==> src/hdl/nnd_pkg.sv <==
// ----------------------------------------------------------------------------
// nnd_pkg
// Shared types, sizes and helpers for the nearest neighbour demosaic.
// ----------------------------------------------------------------------------
package nnd_pkg;

  localparam int MAX_WIDTH  = 2048;
  localparam int MAX_HEIGHT = 4096;

  localparam int COL_W  = $clog2(MAX_WIDTH);
  localparam int WID_W  = COL_W + 1;
  localparam int ROW_W  = $clog2(MAX_HEIGHT) + 1;
  localparam int CNT_W  = COL_W + ROW_W;
  localparam int RING   = 5;
  localparam int SLOT_W = 3;

  localparam int CFG_W     = 13;
  localparam int CFG_IDX_W = 1;
  localparam int CFG_WIDTH_W  = 12;
  localparam int CFG_HEIGHT_W = 13;

  localparam logic [CFG_IDX_W-1:0] CFG_IDX_WIDTH  = 1'b0;
  localparam logic [CFG_IDX_W-1:0] CFG_IDX_HEIGHT = 1'b1;

  localparam logic [CFG_WIDTH_W-1:0]  WIDTH_RESET  = 12'd640;
  localparam logic [CFG_HEIGHT_W-1:0] HEIGHT_RESET = 13'd480;

  localparam logic CMD_PIXEL = 1'b0;
  localparam logic CMD_DRAIN = 1'b1;

  localparam int CH_GREEN = 1;

  // blue in [0], green in [1], red in [2]
  typedef logic [2:0][7:0] pix_t;
  typedef logic [2:0][9:0] csum_t;
  typedef logic [SLOT_W-1:0] slot_t;

  typedef struct packed {
    logic             above_en;
    slot_t            above_slot;
    pix_t             above_pix;
    logic             last_en;
    slot_t            last_slot;
    pix_t             last_pix;
    logic [COL_W-1:0] col;
  } line_wr_t;

  typedef struct packed {
    logic            first;
    logic            flush;
    logic            done;
    slot_t [3:0]     sel;
  } fetch_meta_t;

  function automatic slot_t slot_add(slot_t s, slot_t k);
    logic [SLOT_W:0] t;
    t = {1'b0, s} + {1'b0, k};
    if (t >= (SLOT_W+1)'(RING)) begin
      t = t - (SLOT_W+1)'(RING);
    end
    return t[SLOT_W-1:0];
  endfunction

endpackage

==> src/hdl/nnd_blur.sv <==
// ----------------------------------------------------------------------------
// nnd_blur
// Column fetch, 4x4 box window and output register.
// ----------------------------------------------------------------------------
module nnd_blur import nnd_pkg::*; (
  input  logic             clk_i,
  input  logic             rst_ni,
  input  logic             restart_i,
  input  logic [CNT_W-1:0] avail_i,
  input  logic [CNT_W-1:0] lead_i,
  input  logic [CNT_W-1:0] total_i,
  input  logic [WID_W-1:0] width_i,
  input  logic [ROW_W-1:0] height_i,
  input  pix_t [RING-1:0]  rd_data_i,
  output logic             rd_en_o,
  output logic [COL_W-1:0] rd_col_o,
  output logic [CNT_W-1:0] fetch_o,
  output logic             done_o,
  output logic             out_valid_o,
  input  logic             out_ready_i,
  output pix_t             out_pix_o,
  output logic             out_last_o
);

  logic [CNT_W-1:0] f_q;
  logic [COL_W-1:0] fc_q;
  logic [ROW_W-1:0] fy_q;
  slot_t            fs_q;
  logic             fdone_q;

  logic        advance, go, virt;
  fetch_meta_t meta;

  logic        d_valid_q;
  fetch_meta_t d_meta_q;

  csum_t       win_q [3];
  csum_t       cs;
  pix_t        res;
  logic [11:0] sum;
  logic [9:0]  tail;

  logic out_valid_q, out_last_q;
  pix_t out_pix_q;

  assign advance  = !out_valid_q || out_ready_i;
  assign virt     = f_q == total_i;
  assign go       = advance && !fdone_q && (avail_i >= f_q + lead_i);
  assign rd_en_o  = go;
  assign rd_col_o = fc_q;
  assign fetch_o  = f_q;
  assign done_o   = fdone_q;

  always_comb begin
    meta.first  = f_q == '0;
    meta.flush  = fc_q == '0;
    meta.done   = virt;
    meta.sel[0] = (fy_q < ROW_W'(2)) ? slot_t'(0) : slot_add(fs_q, slot_t'(3));
    meta.sel[1] = (fy_q == '0) ? slot_t'(0) : slot_add(fs_q, slot_t'(4));
    meta.sel[2] = fs_q;
    meta.sel[3] = (fy_q == height_i - ROW_W'(1)) ? fs_q : slot_add(fs_q, slot_t'(1));
  end

  always_ff @(posedge clk_i or negedge rst_ni) begin
    if (!rst_ni) begin
      f_q       <= '0;
      fc_q      <= '0;
      fy_q      <= '0;
      fs_q      <= '0;
      fdone_q   <= 1'b0;
      d_valid_q <= 1'b0;
    end else begin
      if (restart_i) begin
        f_q     <= '0;
        fc_q    <= '0;
        fy_q    <= '0;
        fs_q    <= '0;
        fdone_q <= 1'b0;
      end else if (go) begin
        if (virt) begin
          fdone_q <= 1'b1;
        end else begin
          f_q <= f_q + CNT_W'(1);
          if ({1'b0, fc_q} == width_i - WID_W'(1)) begin
            fc_q <= '0;
            fy_q <= fy_q + ROW_W'(1);
            fs_q <= slot_add(fs_q, slot_t'(1));
          end else begin
            fc_q <= fc_q + COL_W'(1);
          end
        end
      end
      if (advance) begin
        d_valid_q <= go;
      end
    end
  end

  always_ff @(posedge clk_i) begin
    if (go) begin
      d_meta_q <= meta;
    end
  end

  always_comb begin
    sum  = '0;
    tail = '0;
    for (int ch = 0; ch < 3; ch++) begin
      cs[ch] = 10'(rd_data_i[d_meta_q.sel[0]][ch]) + 10'(rd_data_i[d_meta_q.sel[1]][ch])
             + 10'(rd_data_i[d_meta_q.sel[2]][ch]) + 10'(rd_data_i[d_meta_q.sel[3]][ch]);
      tail    = d_meta_q.flush ? win_q[2][ch] : cs[ch];
      sum     = 12'(win_q[0][ch]) + 12'(win_q[1][ch]) + 12'(win_q[2][ch]) + 12'(tail)
              + 12'd8;
      res[ch] = sum[11:4];
    end
  end

  always_ff @(posedge clk_i) begin
    if (advance && d_valid_q) begin
      if (d_meta_q.flush) begin
        win_q[0] <= cs;
        win_q[1] <= cs;
        win_q[2] <= cs;
      end else begin
        win_q[0] <= win_q[1];
        win_q[1] <= win_q[2];
        win_q[2] <= cs;
      end
    end
  end

  always_ff @(posedge clk_i or negedge rst_ni) begin
    if (!rst_ni) begin
      out_valid_q <= 1'b0;
    end else if (advance) begin
      out_valid_q <= d_valid_q && !(d_meta_q.flush && d_meta_q.first);
    end
  end

  always_ff @(posedge clk_i) begin
    if (advance && d_valid_q) begin
      out_pix_q  <= res;
      out_last_q <= d_meta_q.done;
    end
  end

  assign out_valid_o = out_valid_q;
  assign out_pix_o   = out_pix_q;
  assign out_last_o  = out_last_q;

endmodule

==> config.mk <==
export PLATFORM = sky130hd
export DESIGN_NAME = nnd_blur
export DESIGN_NICKNAME = d
export VERILOG_FILES = /design/src/hdl/nnd_pkg.sv /design/src/hdl/nnd_blur.sv
export SDC_FILE = /design/constraint.sdc
export NUM_CORES = 1
export LEC_CHECK = 0
export ABC_AREA = 1
export BUFFER_PORTS_ARGS = -buffer_cell sky130_fd_sc_hd__clkbuf_2
export CORE_MARGIN = 2
export CORE_UTILIZATION = 40
export DETAILED_ROUTE_END_ITERATION = 7
export GPL_TIMING_DRIVEN = 0
export SLEW_MARGIN = 20
export SYNTH_ARGS = -nofsm -noshare
export SYNTH_HDL_FRONTEND = slang
export SYNTH_SLANG_ARGS = --single-unit
==> constraint.sdc <==
create_clock -name clk_i -period 12.6 [get_ports clk_i]
set_clock_uncertainty 0.2 [all_clocks]
set_input_delay 0 -clock clk_i [delete_from_list [all_inputs] [get_ports clk_i]]
set_output_delay 0 -clock clk_i [all_outputs]
set_load 0.02 [all_outputs]
# Yosys cells after proc, flatten, opt, wreduce, memory -nomap -nowiden
# Memory sizes are Yosys's and may differ from the RTL's.
# Index checks and enable logic that the tools add are counted.
# totals
ff_bits	94
ramBits	90
inputBits	221
out_inout_bits	63
elab_cells	128
mem_count	1
# classes
addsub	33
order_cmp	9
n_eq_ne	4
n_mux	42
n_bitwise	3
n_reduce_logical	18
# memory_table
name	depth	width	read_ports	rd_ports_with_merged_regs	wr	line	text
win_q	3	30	3	0	3	nnd_blur.sv:37	csum_t win_q [3];
# op_table
operator	n
$bmux W24 S3	4
$mux W24	7
$mux W30	3
$mux W13	4
$mux W11	4
$add A11 B10 Y12	3
$add A12 B10 Y12	3
$add A12 B4 Y12 const B	3
$add A10 B10 Y11	3
$add A10 B8 Y10	3
$add A9 B8 Y10	3
$mux W10	3
$add A8 B8 Y9	3
$add A24 B1 Y24 const B	1
$add A24 B24 Y24	1
$eq A24 B24 Y1	1
$ge A24 B24 Y1	1
$logic_not A24 Y1	1
$mux W3	8
$lt A3 B4 Y1 const B	4
$add A13 B1 Y13 const B	1
$eq A13 B13 Y1	1
$logic_not A13 Y1	1
$lt A13 B2 Y1 const B	1
other kinds (19)	42

# Logic depth before layout (Yosys ltp)
# logic_depth
ltp_word	8
mapped_depth	34
mapped_depth_nobuf	32

# Worst setup path after synthesis
# Ideal clock, no wire load.
# synth_timing
kind	register to register
start	reg d_meta_q[7] (netlist name)
end	reg out_pix_q (netlist bit out_pix_o[22]) (data pin)
setup_ns	0.258
arrival_time_ns	6.001
required_ns	12.142
path_slack_ns	6.141
stages_incl_launch_ff	31
path_buffers	2
synth_period_minus_slack_ns	6.459
cell_sequence	edfxtp_1 -> inv_1 -> clkbuf_1 -> clkbuf_1 -> a21oi_1 -> o21ai_0 -> nand3_1 -> o21ai_0 -> inv_1 -> fa_1 -> inv_1 -> fa_1 -> ha_1 -> fa_1 -> nand3_1 -> nand2_1 -> nand2_1 -> nand2_1 -> a21oi_1 -> xor2_1 -> o21ai_0 -> fa_1 -> inv_1 -> fa_1 -> inv_1 -> ha_1 -> ha_1 -> nand2_1 -> o21bai_1 -> a21oi_1 -> xnor2_1
# synth_rtl
item	line	text
from (decl)	nnd_blur.sv:35	fetch_meta_t d_meta_q;
from (signal assigned)	nnd_blur.sv:101	d_meta_q <= meta;
to (signal assigned)	nnd_blur.sv:142	out_pix_q <= res;
to (decl)	nnd_blur.sv:44	pix_t out_pix_q;

==> impl_metrics.csv <==
group,metric,value,unit
cells_and_area,layout-drive-gt1-share,0.112,
setup_path,crit_slowest_cell,"nor2_1",
timing,relSlewSlack,0.362,
logic_synthesis,ys_seq_area_frac,0.258,
setup_path,cp-start-kind,"flip-flop",
timing,fmaxAchievable,128,MHz
die,die_h,229,µm
cells_and_area,fillers,5152,
timing,setup_violations,0,
global_routing,grt_antenna_before_repair,16,
die,start_util,0.405,
timing,post-route-min-period,7.81,ns
die,core_region_area,50200,µm²
logic_synthesis,synthTopCellsByArea,"edfxtp_1 19%, nand2_1 12%, fa_1 10%",
route,wl_per_cell,19.6,µm
timing,tns,0,ns
setup_path,critPathMaxStageDelay,0.57,ns
global_routing,grt_pass1_wl,114000,µm
route,route.detailed.drc,0,
logic_synthesis,syn_avg_cell_area,7.16,µm²
cells_and_area,syn2layout_area_growth,15.6,%
logic_synthesis,synth_top_area_frac,0.192,
cells_and_area,ff_latch_area,5260,µm²
setup_path,crit_buf_inv,7,
logic_synthesis,synth.yosys.warnings,0,
setup_path,worstSetupPathType,"flip-flop to flip-flop",
cells_and_area,multi_input_area,12900,µm²
clock_tree,cts_setup_buffers,0,
logic_synthesis,synth_edf_count,130,
logic_synthesis,syn-num-nets,3306,
cells_and_area,stdcell_area,23500,µm²
global_routing,track_usage,0.285,
placement,post_dp_cell_area,22700,µm²
logic_synthesis,async_flop_share,0.293,
placement,place_congestion,0.958,
timing,finalMaxSlewViolations,0,
die,die_w,229,µm
logic_synthesis,yosysUniqueCellTypes,44,
route,avgViaCountPerCell,5.34,
setup_path,crit_arrival,7.86,ns
route,route.vias.total,20600,
logic_synthesis,syn_inst,2840,
timing,grt_setup_unrepaired,"false",
route,antenna_left,0,
clock_tree,cts_max_level,4,
setup_path,cp_data_required_time,12.65,ns
setup_path,cp_common_cell,"inv_1",
hold_path,min-delay-path-class,"input port to flip-flop",
clock_tree,clk_latency,0.50,ns
clock_tree,cts_sinks,184,
run,drv_cap,0,
setup_path,worst-path-stages,29,
placement,dp_hpwl,59700,µm
die,io_pins,284,
die,die_area,52600,µm²
route,drt-initial-drc-count,1969,
run_status,status,"completed",
setup_path,cp_max_fo,10,
clock_tree,clock-root-buffer,"clkbuf_16",
cells_and_area,post-route-util,0.469,
timing,tightest_slew,0.957,ns
setup_path,end_kind,"flip-flop",
logic_synthesis,synth.ff_latch_count,184,
logic_synthesis,synth_top_cells_by_count,"662 x nand2_1, 433 x inv_1, 290 x nand3_1, 267 x o21ai_0, 173 x a21oi_1",
clock_tree,clk_path_buf_depth,2,
global_routing,grt_pass1_vias,19700,
timing,setup_ws,4.79,ns
placement,place_ws,4.98,ns
route,drt_wl_total,75400,µm
cells_and_area,nNetsFinal,3629,
global_routing,overflow,0,
logic_synthesis,synth_top_cell_by_area,"edfxtp_1",
clock_tree,cts_tree,"built",
timing,post-route-period-util,0.620,
setup_path,crit_family,"adder cells",
logic_synthesis,syn_area,20300,µm²
hold_path,min_delay_path_depth,4,
clock_tree,path_clk_slew,0.08,ns
clock_tree,numCtsBuffers,17,
logic_synthesis,synthFlopType,"edfxtp_1",
global_routing,grt_max_degree,42,
timing,hold_violations,0,
setup_path,rr_worst_depth,29,
placement,portBuffers,282,
route,first_pass_iters,6,
logic_synthesis,synth_most_common_cell,"nand2_1",
die,num_rows,82,
clock_tree,cts_resized,0,
==> cell usage in the layout (no fill, tap or decap), drive strengths merged, types with 104 or more instances in the layout <==
master / n
xor2: 104
nand3: 291
clkbuf: 391
nand2: 668
o21ai: 283
ha: 139
inv: 437
nor2: 161
edfxtp: 130
a21oi: 173
fa: 106
==> worst register-to-register path: cells and delay by family, from the launching register on <==
family                   cells  cell delay (ns)
AND/OR/NAND/NOR              8             1.50
XOR/XNOR                     2             0.41
adder cells (fa/ha/maj)      6             2.51
buffers and inverters        7             1.46
flip-flops                   1             0.37
AO/OA/AOI/OAI                6             1.12
==> registers in the layout, indices dropped and copies added (netlist names) <==
signal,flops
fy_q,13
out_last_o,1
done_o,1
out_valid_o,1
out_pix_o,24
fetch_o,24
fs_q,3
rd_col_o,11
d_valid_q,1
d_meta_q,15
win_q,90
==> worst paths after layout <==
path | start | slack [ns] | end
setup / recovery | d_meta_q[3]$_SDFFCE_PN0P_ | 4.79 | out_pix_o[22]$_DFFE_PP_
hold / removal | rd_data_i[104] | 0.01 | win_q[0][70]$_DFFE_PP_
setup reg to reg | d_meta_q[3]$_SDFFCE_PN0P_ | 4.79 | out_pix_o[22]$_DFFE_PP_
hold reg to reg | d_meta_q[12]$_DFFE_PP_ | 0.25 | out_last_o$_DFFE_PP_
max in group asynchronous | rst_ni | 10.71 | fs_q[1]$_DFFE_PN0P_
min in group asynchronous | rst_ni | 0.39 | fetch_o[19]$_DFFE_PN0P_
==> cell families (layout without fill, tap and decap cells) <==
group | after synthesis | after routing | synth area share
simple gates | 1212 | 1212 | 0.254
buf+inv | 559 | 894 | 0.106
compound gates | 502 | 502 | 0.129
fa+ha+maj | 245 | 245 | 0.190
flops | 184 | 184 | 0.258
xor+xnor | 138 | 138 | 0.0615
other cells | 0 | 8 | 0
==> routing by layer <==
metal,track usage,share of wire,up-vias
li1,-,-,9947
met1,0.384,0.43,9680
met2,0.440,0.44,794
met3,0.0675,0.088,142
met4,0.110,0.034,20
met5,0,0.0018,-
==> per-stage QoR <==
stage | cells | hold WS [ns]
detailed placement | 3799 | -0.281
finish | 3855 | 0.0134
CTS | 3847 | 0.000862
global placement | 3794 | 0.148
global route | 3850 | 0.0695
floorplan | 2840 | -0.496
==> timing repair <==
action | CTS | global route
setup endpoints to repair | 0 | 0
hold buffers | 17 | 0
endpoints found under the hold margin | 71 | 0
==> cell type report <==
| type | count | area share |
|---|---|---|
| inverter | 437 | 0.0698 |
| clock inverter | 13 | 0.00729 |
| buffer | 122 | 0.0222 |
| timing repair buffer | 304 | 0.0723 |
| antenna | 8 | 0.000852 |
| multi-input combinational | 2097 | 0.550 |
| clock buffer | 18 | 0.0183 |
| sequential | 184 | 0.224 |
| tap | 672 | 0.0358 |
Power is not shown: default switching activity piles up to over one toggle a cycle in this logic, so the estimate is an artifact.
